### config.mk
export PLATFORM = sky130hd
export DESIGN_NAME = software_timer_wheel
export DESIGN_NICKNAME = d
export VERILOG_FILES = /design/src/design/swt_pkg.sv /design/src/design/swt_ctrl.sv /design/src/design/swt_dp.sv /design/src/design/software_timer_wheel.sv
export SDC_FILE = /design/constraint.sdc
export NUM_CORES = 2
export LEC_CHECK = 0
export ABC_AREA = 1
export BUFFER_PORTS_ARGS = -buffer_cell sky130_fd_sc_hd__buf_2
export CORE_AREA = 4 4 455 457
export CTS_BUF_LIST = sky130_fd_sc_hd__clkbuf_4
export DETAILED_ROUTE_END_ITERATION = 6
export DIE_AREA = 0 0 459 461
export PLACE_DENSITY = 0.48
export SLEW_MARGIN = 20
export SYNTH_ARGS = -nofsm -noshare
export SYNTH_HDL_FRONTEND = slang
export SYNTH_SLANG_ARGS = --single-unit
### constraint.sdc
create_clock -name clk -period 7.2 [get_ports clk]
set_clock_uncertainty 0.05 [all_clocks]
set_input_delay 1.08 -clock clk [delete_from_list [all_inputs] [get_ports clk]]
set_output_delay 1.08 -clock clk [all_outputs]
set_load 0.02 [all_outputs]
### src/design/swt_pkg.sv
// Shared types and constants for the software timer wheel.
`default_nettype none
package swt_pkg;

    localparam int SLOTS   = 16;
    localparam int IDX_W   = (SLOTS > 1) ? $clog2(SLOTS) : 1;
    localparam int ID_W    = 4;
    localparam int PER_W   = 16;
    localparam int DLY_W   = 24;
    localparam int EL_W    = 17;
    localparam int ACC_W   = 18;
    localparam int TICK_W  = 32;
    localparam int CNT_W   = $clog2(DLY_W);

    localparam logic [PER_W-1:0] PERIOD_RST = PER_W'(10);

    localparam logic [1:0] FUNC_ADD    = 2'd0;
    localparam logic [1:0] FUNC_DEL    = 2'd1;
    localparam logic [1:0] FUNC_REPORT = 2'd2;

    localparam logic [1:0] KIND_ACCEPT  = 2'd0;
    localparam logic [1:0] KIND_REFUSED = 2'd1;
    localparam logic [1:0] KIND_EXPIRED = 2'd2;
    localparam logic [1:0] KIND_REPORT  = 2'd3;

    typedef enum logic [7:0] {
        ST_IDLE   = 8'b0000_0001,
        ST_DECODE = 8'b0000_0010,
        ST_DIV    = 8'b0000_0100,
        ST_ARM    = 8'b0000_1000,
        ST_CHECK  = 8'b0001_0000,
        ST_MARK   = 8'b0010_0000,
        ST_SEL    = 8'b0100_0000,
        ST_PICK   = 8'b1000_0000
    } state_t;

    typedef struct packed {
        logic       load;
        logic       div_step;
        logic       arm;
        logic       del;
        logic       acc_add;
        logic       acc_sub;
        logic       idx_clr;
        logic       mark;
        logic       tick_inc;
        logic       sel;
        logic       expire;
        logic       emit;
        logic [1:0] emit_kind;
        logic       emit_last;
    } cmd_t;

    typedef struct packed {
        logic [1:0] func;
        logic       id_ok;
        logic       running_id;
        logic       div_done;
        logic       acc_ge;
        logic       idx_last;
        logic       found;
    } stat_t;

endpackage
`default_nettype wire

### src/design/swt_ctrl.sv
// Controller state machine for the software timer wheel.
`default_nettype none
module swt_ctrl
    import swt_pkg::*;
(
    input  wire logic  clk,
    input  wire logic  rst_n,
    input  wire logic  start,
    input  wire stat_t stat,
    output cmd_t       cmd,
    output logic       busy
);

    state_t state_reg, state_next;

    always_ff @(posedge clk or negedge rst_n)
    begin
        if (!rst_n)
        begin
            state_reg <= ST_IDLE;
        end
        else
        begin
            state_reg <= state_next;
        end
    end

    assign busy = (state_reg != ST_IDLE);

    always_comb
    begin
        cmd        = '0;
        state_next = state_reg;
        case (state_reg)
            ST_IDLE:
            begin
                if (start)
                begin
                    cmd.load   = 1'b1;
                    state_next = ST_DECODE;
                end
            end
            ST_DECODE:
            begin
                if (stat.func == FUNC_ADD && stat.id_ok)
                begin
                    if (stat.running_id)
                    begin
                        cmd.emit      = 1'b1;
                        cmd.emit_kind = KIND_REFUSED;
                        cmd.emit_last = 1'b1;
                        state_next    = ST_IDLE;
                    end
                    else
                    begin
                        state_next = ST_DIV;
                    end
                end
                else if (stat.func == FUNC_REPORT)
                begin
                    cmd.acc_add = 1'b1;
                    state_next  = ST_CHECK;
                end
                else
                begin
                    cmd.del       = (stat.func == FUNC_DEL) && stat.id_ok;
                    cmd.emit      = 1'b1;
                    cmd.emit_kind = KIND_ACCEPT;
                    cmd.emit_last = 1'b1;
                    state_next    = ST_IDLE;
                end
            end
            ST_DIV:
            begin
                cmd.div_step = 1'b1;
                if (stat.div_done)
                begin
                    state_next = ST_ARM;
                end
            end
            ST_ARM:
            begin
                cmd.arm       = 1'b1;
                cmd.emit      = 1'b1;
                cmd.emit_kind = KIND_ACCEPT;
                cmd.emit_last = 1'b1;
                state_next    = ST_IDLE;
            end
            ST_CHECK:
            begin
                cmd.idx_clr = 1'b1;
                if (stat.acc_ge)
                begin
                    cmd.acc_sub = 1'b1;
                    state_next  = ST_MARK;
                end
                else
                begin
                    cmd.emit      = 1'b1;
                    cmd.emit_kind = KIND_REPORT;
                    cmd.emit_last = 1'b1;
                    state_next    = ST_IDLE;
                end
            end
            ST_MARK:
            begin
                cmd.mark = 1'b1;
                if (stat.idx_last)
                begin
                    cmd.tick_inc = 1'b1;
                    state_next   = ST_SEL;
                end
            end
            ST_SEL:
            begin
                cmd.sel = 1'b1;
                if (stat.idx_last)
                begin
                    state_next = ST_PICK;
                end
            end
            ST_PICK:
            begin
                cmd.idx_clr = 1'b1;
                if (stat.found)
                begin
                    cmd.expire    = 1'b1;
                    cmd.emit      = 1'b1;
                    cmd.emit_kind = KIND_EXPIRED;
                    state_next    = ST_SEL;
                end
                else
                begin
                    state_next = ST_CHECK;
                end
            end
            default:
            begin
                state_next = ST_IDLE;
            end
        endcase
    end

endmodule
`default_nettype wire

### src/design/swt_dp.sv
// Datapath: slot store, tick and millisecond counters, divider and oldest-first selection.
`default_nettype none
module swt_dp
    import swt_pkg::*;
(
    input  wire logic                     clk,
    input  wire logic                     rst_n,
    input  wire logic                     cfg_we,
    input  wire logic [PER_W-1:0]         cfg_wdata,
    input  wire logic [1:0]               func,
    input  wire logic [ID_W-1:0]          timer_id,
    input  wire logic [DLY_W-1:0]         delay_ms,
    input  wire logic signed [EL_W-1:0]   elapsed_ms,
    input  wire cmd_t                     cmd,
    output stat_t                         stat,
    output logic                          result_valid,
    output logic [1:0]                    kind,
    output logic [ID_W-1:0]               expired_id,
    output logic [TICK_W-1:0]             tick_now,
    output logic                          last
);

    logic [PER_W-1:0]  period_reg;
    logic [TICK_W-1:0] tick_reg;
    logic [ACC_W-1:0]  acc_reg;
    logic [TICK_W-1:0] seq_reg;
    logic [SLOTS-1:0]  running_reg;
    logic [SLOTS-1:0]  due_reg;
    logic [TICK_W-1:0] exp_reg [SLOTS];
    logic [TICK_W-1:0] ord_reg [SLOTS];
    logic [1:0]        func_reg;
    logic [ID_W-1:0]   id_reg;
    logic [EL_W-1:0]   el_reg;
    logic [DLY_W-1:0]  quo_reg;
    logic [PER_W:0]    rem_reg;
    logic [CNT_W-1:0]  cnt_reg;
    logic [IDX_W-1:0]  idx_reg;
    logic [TICK_W-1:0] best_reg;
    logic              found_reg;
    logic [IDX_W-1:0]  pick_reg;
    logic              valid_reg;
    logic [1:0]        kind_reg;
    logic [ID_W-1:0]   eid_reg;
    logic [TICK_W-1:0] tnow_reg;
    logic              last_reg;

    logic [IDX_W-1:0]  slot;
    logic [PER_W-1:0]  cfg_period;
    logic [PER_W:0]    rem_shift;
    logic              rem_ge;
    logic [PER_W:0]    rem_next;
    logic [ACC_W-1:0]  tri_period;
    logic [PER_W-1:0]  el_pos;
    logic [PER_W-1:0]  el_use;
    logic [ACC_W-1:0]  acc_sum;
    logic [TICK_W-1:0] age;
    logic              better;

    assign slot       = id_reg[IDX_W-1:0];
    assign cfg_period = (cfg_wdata == '0) ? PER_W'(1) : cfg_wdata;
    assign rem_shift  = {rem_reg[PER_W-1:0], quo_reg[DLY_W-1]};
    assign rem_ge     = rem_shift >= {1'b0, period_reg};
    assign rem_next   = rem_ge ? (rem_shift - {1'b0, period_reg}) : rem_shift;
    assign tri_period = ACC_W'({period_reg, 1'b0}) + ACC_W'(period_reg);
    assign el_pos     = el_reg[EL_W-1] ? '0 : el_reg[PER_W-1:0];
    assign el_use     = (ACC_W'(el_pos) >= tri_period) ? period_reg : el_pos;
    assign acc_sum    = acc_reg + ACC_W'(el_use);
    assign age        = seq_reg - ord_reg[idx_reg];
    assign better     = due_reg[idx_reg] && (!found_reg || age > best_reg);

    assign stat.func       = func_reg;
    assign stat.id_ok      = ((ID_W+1)'(id_reg) < (ID_W+1)'(SLOTS));
    assign stat.running_id = running_reg[slot];
    assign stat.div_done   = (cnt_reg == CNT_W'(DLY_W-1));
    assign stat.acc_ge     = (acc_reg >= ACC_W'(period_reg));
    assign stat.idx_last   = (idx_reg == IDX_W'(SLOTS-1));
    assign stat.found      = found_reg;

    always_ff @(posedge clk or negedge rst_n)
    begin
        if (!rst_n)
        begin
            period_reg  <= PERIOD_RST;
            tick_reg    <= '0;
            acc_reg     <= ACC_W'(PERIOD_RST);
            seq_reg     <= '0;
            running_reg <= '0;
            valid_reg   <= 1'b0;
        end
        else
        begin
            valid_reg <= cmd.emit;
            if (cfg_we)
            begin
                period_reg <= cfg_period;
                tick_reg   <= '0;
                acc_reg    <= ACC_W'(cfg_period);
            end
            else
            begin
                if (cmd.acc_add)
                begin
                    acc_reg <= acc_sum;
                end
                else if (cmd.acc_sub)
                begin
                    acc_reg <= acc_reg - ACC_W'(period_reg);
                end
                if (cmd.tick_inc)
                begin
                    tick_reg <= tick_reg + TICK_W'(1);
                end
            end
            if (cmd.arm)
            begin
                running_reg[slot] <= 1'b1;
                seq_reg           <= seq_reg + TICK_W'(1);
            end
            if (cmd.del)
            begin
                running_reg[slot] <= 1'b0;
            end
            if (cmd.expire)
            begin
                running_reg[pick_reg] <= 1'b0;
            end
        end
    end

    always_ff @(posedge clk)
    begin
        if (cmd.load)
        begin
            func_reg <= func;
            id_reg   <= timer_id;
            el_reg   <= elapsed_ms;
            quo_reg  <= delay_ms;
            rem_reg  <= '0;
            cnt_reg  <= '0;
        end
        if (cmd.div_step)
        begin
            quo_reg <= {quo_reg[DLY_W-2:0], rem_ge};
            rem_reg <= rem_next;
            cnt_reg <= cnt_reg + CNT_W'(1);
        end
        if (cmd.arm)
        begin
            exp_reg[slot] <= tick_reg + TICK_W'(quo_reg);
            ord_reg[slot] <= seq_reg;
        end
        if (cmd.idx_clr)
        begin
            idx_reg   <= '0;
            found_reg <= 1'b0;
        end
        if (cmd.mark)
        begin
            due_reg[idx_reg] <= running_reg[idx_reg] && (exp_reg[idx_reg] == tick_reg);
            idx_reg          <= idx_reg + IDX_W'(1);
        end
        if (cmd.sel)
        begin
            if (better)
            begin
                found_reg <= 1'b1;
                best_reg  <= age;
                pick_reg  <= idx_reg;
            end
            idx_reg <= idx_reg + IDX_W'(1);
        end
        if (cmd.expire)
        begin
            due_reg[pick_reg] <= 1'b0;
        end
        if (cmd.emit)
        begin
            kind_reg <= cmd.emit_kind;
            tnow_reg <= tick_reg;
            last_reg <= cmd.emit_last;
            case (cmd.emit_kind)
                KIND_EXPIRED: eid_reg <= ID_W'(pick_reg);
                KIND_REPORT:  eid_reg <= '0;
                default:      eid_reg <= id_reg;
            endcase
        end
    end

    assign result_valid = valid_reg;
    assign kind         = kind_reg;
    assign expired_id   = eid_reg;
    assign tick_now     = tnow_reg;
    assign last         = last_reg;

endmodule
`default_nettype wire

### src/design/software_timer_wheel.sv
// Top level of the software timer wheel: controller plus datapath.
//
//  channel   | handshake                    | payload
//  request   | start, busy                  | func, timer_id, delay_ms, elapsed_ms
//  result    | result_valid (one cycle)     | kind, expired_id, tick_now, last
//  config    | cfg_we                       | cfg_wdata (tick period, ms)
//
// Add: decode, 24-step restoring divide, arm, output register; delete: decode, output
// register. Report: decode, then per tick a check, mark scan, and oldest-first select
// scan and pick per expiry plus one more; each slot scan visits one slot a cycle.
// Reset leaves tick 0, period 10, accumulator 10 and all slots stopped.
// The receiver cannot stall; a request is taken only while busy is low.
`default_nettype none
module software_timer_wheel
    import swt_pkg::*;
(
    input  wire logic                     clk,
    input  wire logic                     rst_n,
    input  wire logic                     cfg_we,
    input  wire logic [PER_W-1:0]         cfg_wdata,
    input  wire logic                     start,
    output logic                          busy,
    input  wire logic [1:0]               func,
    input  wire logic [ID_W-1:0]          timer_id,
    input  wire logic [DLY_W-1:0]         delay_ms,
    input  wire logic signed [EL_W-1:0]   elapsed_ms,
    output logic                          result_valid,
    output logic [1:0]                    kind,
    output logic [ID_W-1:0]               expired_id,
    output logic [TICK_W-1:0]             tick_now,
    output logic                          last
);

    cmd_t  cmd;
    stat_t stat;

    swt_ctrl u_ctrl (
        .clk   (clk),
        .rst_n (rst_n),
        .start (start),
        .stat  (stat),
        .cmd   (cmd),
        .busy  (busy)
    );

    swt_dp u_dp (
        .clk          (clk),
        .rst_n        (rst_n),
        .cfg_we       (cfg_we),
        .cfg_wdata    (cfg_wdata),
        .func         (func),
        .timer_id     (timer_id),
        .delay_ms     (delay_ms),
        .elapsed_ms   (elapsed_ms),
        .cmd          (cmd),
        .stat         (stat),
        .result_valid (result_valid),
        .kind         (kind),
        .expired_id   (expired_id),
        .tick_now     (tick_now),
        .last         (last)
    );

endmodule
`default_nettype wire

* Yosys cells after proc, flatten, opt, wreduce, memory -nomap -nowiden *
Memory sizes are Yosys's and may differ from the RTL's. A register that Yosys moved wholly into a read port is not among the register bits.
Index checks and enable logic that the tools add are counted.

word-level totals
  word-level logic and storage cells = 162
  input port bits = 67
  memory bits (writable) = 1024
  register bits = 287
  memories = 2
  output and inout bits = 41

operators by class
  order comparisons = 10
  add/sub/neg operators = 10
  bitwise operators = 6
  mux-type cells = 76
  reduce and logical (&&, ||, !) cells = 16
  eq/ne operators = 20

memories
  name          words  width  read ports  clocked after memory_dff  write ports  RTL line      text
  u_dp.exp_reg  16     32     1           1                         1            swt_dp.sv:29  logic [TICK_W-1:0] exp_reg [SLOTS];
  u_dp.ord_reg  16     32     1           1                         1            swt_dp.sv:30  logic [TICK_W-1:0] ord_reg [SLOTS];

operator list
  operator                 count
  $mux W16                 11
  $add A32 B1 Y32 const B  2
  $mux W32                 2
  $pmux W8 S7              1
  $mux W18                 3
  $and A16 B16 Y16         3
  $mux W24                 2
  $mux W4                  10
  $add A32 B24 Y32         1
  $eq A32 B32 Y1           1
  $gt A32 B32 Y1           1
  $mux W8                  4
  $not A16 Y16             2
  $sub A32 B32 Y32         1
  $mux W1                  23
  $mux W5                  4
  $add A17 B16 Y18         1
  $add A18 B16 Y18         1
  $ge A16 B18 Y1           1
  $ge A18 B16 Y1           1
  $sub A18 B16 Y18         1
  $ge A17 B16 Y1           1
  $bwmux W16               1
  $logic_not A16 Y1        1
  other kinds (38)         59

* Longest topological paths before layout *
  depth after elaboration = 10
  gate-level depth with buffers = 37
  mapped depth without buffers = 36

* By module *
A second synthesis with hierarchy kept.

second synthesis, totals
  cells, all modules = 5648
  area, all modules = 60694.5 µm²

modules (own cells, without submodules)
  module    area an instance (µm²)  times used  cells each  sequential area each (µm²)
  swt_dp    59973.8                 1           5549        38466.9
  swt_ctrl  720.7                   1           99          201.4

* Least setup slack after synthesis *
Ideal clock, no wire load.

  kind = reg2reg
  start = reg (tool-made name)
  end = reg u_dp.best_reg[0] (enable)
  library setup time = 0.391 ns
  cell stages (with the launch flop) = 37
  required time = 6.759 ns
  clock period less this slack = 5.955 ns
  data arrival time = 5.514 ns
  path slack = 1.245 ns
  cell sequence = dfxtp_1 -> buf_6 -> buf_6 -> buf_4 -> buf_2 -> buf_2 -> buf_2 -> buf_2 -> o21ai_0 -> o221ai_1 -> nand3_1 -> nand2_1 -> ha_1 -> inv_1 -> fa_1 -> nand3_1 -> nand2_1 -> a21oi_1 -> o21ai_0 -> nand2_1 -> o211ai_1 -> nand4_1 -> o211ai_1 -> xor2_1 -> ha_1 -> nand2_1 -> inv_1 -> nand3_1 -> nor4_1 -> inv_1 -> nor4_1 -> o21ai_0 -> nand4_1 -> nand2_1 -> nand2_1 -> nand2_1 -> inv_1

RTL lines
  item                  RTL line       text
  to (signal assigned)  swt_dp.sv:167  best_reg <= age;
  to (decl)             swt_dp.sv:38   logic [TICK_W-1:0] best_reg;

==> qor.txt <==
outcome -> complete, no violations
Main synth FF type -> edfxtp_1
most common library cells after synthesis -> edfxtp_1 (1,171), nand2_1 (939), nor2_1 (748)
area of the die -> 0.212 mm²
worst-path fanout max -> 72
Worst R2R Path Depth -> 30
Critical Path AT -> 7.15 ns
DRC Markers -> 0
setup slack at placement -> 1.02 ns
Sw Share -> 27.9%
detailed-route wire length -> 192,000 µm
internal power -> 13.2 mW
Reg clk slew, reported paths -> 0.07 ns
number of synthesized flops with an enable pin -> 1,171
Tcrit/Tclk final -> 87.5%
Syn-to-layout area delta -> 15.1%
total leakage power -> 28.0 nW
clock sinks -> 1,315
Synth top area share -> 57.9%
ys async rst share -> 9.35%
FP Rows -> 166
core area -> 0.204 mm²
final core area utilization -> 34.3%
sequential power share -> 48.0%
DP Wirelength -> 112,000 µm
Hold Path Depth -> 3
Reg2Reg Setup Slack -> 0.90 ns
initial DRC count -> 3,703
Clock Power Share -> 38.5%
GR Util All Layers -> 17.8%
critical path's slowest cell -> dfxtp_4
die width -> 459 µm
cell taking the most area after synthesis -> edfxtp_1
Die Y-Extent -> 461 µm
Largest stage delay, worst path -> 0.47 ns
Setup TNS -> 0 ns
Placed Cells -> 8,288
CP Class -> reg -> reg
CTS Buf Count -> 376
most common cell in the netlist -> edfxtp_1
Post-DP Area -> 0.0645 mm²
antenna viol nets, final -> 0
Logic pwr share -> 13.5%
register area share after synthesis -> 63.7%
clk_lat worst skew -> 1.36 ns
Avg WL per Cell -> 21.2 µm
Worst Path Required -> 8.06 ns
first-pass GRT wire length -> 285,000 µm
clock tree buffer depth -> 4
Tightest Pin Transition -> 1.15 ns
IO Port Bufs -> 107
vias -> 44.9k
Hold Vio Cnt, Final -> 0
crit end category -> flip-flop
initial antenna violation count -> 7
Seq cells post-synth -> 1,315
worst vdd ir -> 0.133 mV
sw power -> 5.09 mW
cell mode on critical path -> nand2_1
Pins Over Slew Limit -> 0
post-synthesis cell count -> 5,657
Layout Cells excl Fill -> 9,019
Yosys cell types -> 56
CTS tree -> done
Tot Pwr -> 18.2 mW
Mapped Area -> 0.0607 mm²
syn_nets -> 5,904
Final Cell Area -> 0.0699 mm²
vias in the first global route -> 44.6k
initial core utilization -> 29.8%
max_slew headroom -> 23.0%
Worst Slack Setup Final -> 0.903 ns
grt total ovfl -> 0
share of layout cells above drive strength 1 -> 13.6%
RSZ-0062 raised after global routing -> false
Synth Area per Inst -> 10.7 µm²
Ports -> 108
hold_ws -> 0.197 ns
via/cell ratio -> 4.98
fmax -> 0.159 GHz
maxcap violations -> 0
largest net degree at the start of global routing -> 186
startpoint class of the critical path -> flip-flop
htree depth -> 5
Layout Nets -> 6,282
synth top area cells -> edfxtp_1 (58%), nand2_1 (5.8%), dfrtp_1 (4.9%)
Root Buffer -> clkbuf_4
Syn. warnings -> 0
final setup violation count -> 0
PD cells -> 261 mW/mm²
final estimated routing congestion in global placement -> 0.892
Worst Hold Class -> in -> reg
fin crit period -> 6.30 ns
Initial DRT Pass Iterations -> 6
-- layer usage --
| metal | share of wire (%) | routed length (µm) | track usage, % | vias to the layer above |
|---|---|---|---|---|
| li1 | - | - | - | 21100 |
| met3 | 5.9 | 11300 | 3.17 | 368 |
| met1 | 45 | 87000 | 24.4 | 22000 |
| met5 | 0.0068 | 13 | 0 | - |
| met4 | 2.6 | 4990 | 5.95 | 2 |
| met2 | 46 | 88300 | 28.4 | 1431 |
-- cell families (layout without fill, tap and decap cells) --
family,count (synthesis),in the layout,synth area share [%]
buffers and inverters,700,1366,4.82
AO/OA/AOI/OAI,1169,1169,11.2
AND/OR/NAND/NOR,2159,2159,14.5
XOR/XNOR,134,134,1.93
flip-flops,1315,1315,63.7
other,0,8,0
adder cells (fa/ha/maj),180,180,3.78
-- power groups by stage --
stage	logic (mW)	registers, mW	clock network (mW)
global placement	2.40	8.92	0
global route	2.76	8.77	7.65
detailed placement	2.41	8.92	0
CTS	2.45	8.76	7.24
floorplan	1.67	8.87	0
finish	2.46	8.76	7.02
-- placed cells by master (no fill, tap or decap), types with 16 or more instances in the layout --
master,synthesis,routed
o211ai_1,97,97
nand3_1,336,336
buf_2,79,106
a21o_1,18,18
clkbuf_4,0,572
o21ai_0,546,545
nor4_1,29,29
o22ai_1,78,78
nand4_1,32,32
a21oi_1,217,217
nor3_1,54,53
nand2_1,939,937
inv_1,440,439
xnor2_1,47,46
dfrtp_1,118,118
nor2_1,748,731
buf_12,0,16
nor2_4,0,16
a31oi_1,38,38
o221ai_1,96,96
dfxtp_1,21,17
xor2_1,87,76
dlygate4sd3_1,0,57
ha_1,174,174
buf_4,16,71
clkinv_1,4,76
edfxtp_1,1171,1171
o21ai_1,19,19
-- critical path: cells and delay by family (launching register included) --
family                   cells  cell delay [ns]
adder cells (fa/ha/maj)      2             0.67
XOR/XNOR                     1             0.16
AND/OR/NAND/NOR             12             1.51
flip-flops                   1             0.47
buffers and inverters        6             0.99
AO/OA/AOI/OAI                9             1.89
-- timing repair --
action                                 4_1_cts  5_1_grt
resized for setup                            0        0
endpoints found under the hold margin      135        0
buffers inserted                             0        0
hold buffers                                57        0
-- area by class of cell --
type	instances	area [µm²]
clock buffers	572	4290
flip-flops and latches	1315	38700
well taps	2688	3360
multi-input cells	3642	19300
diodes	8	20.0
fillers	20600	134000
inverters	448	1710
clock inverters	94	480
repair buffers	252	1990
-- worst paths after layout --
kind	startpoint	endpoint
max	flip-flop	u_dp.pick_reg[3]
min	delay_ms[7]	u_dp.quo_reg[7]
max reg2reg	flip-flop	u_dp.pick_reg[3]
min reg2reg	u_dp.acc_reg[3]	u_dp.acc_reg[3]
max in group asynchronous	rst_n	u_dp.seq_reg[0]
min in group asynchronous	rst_n	u_dp.tick_reg[8]
Note: power is estimated with default switching activity, not from simulation.
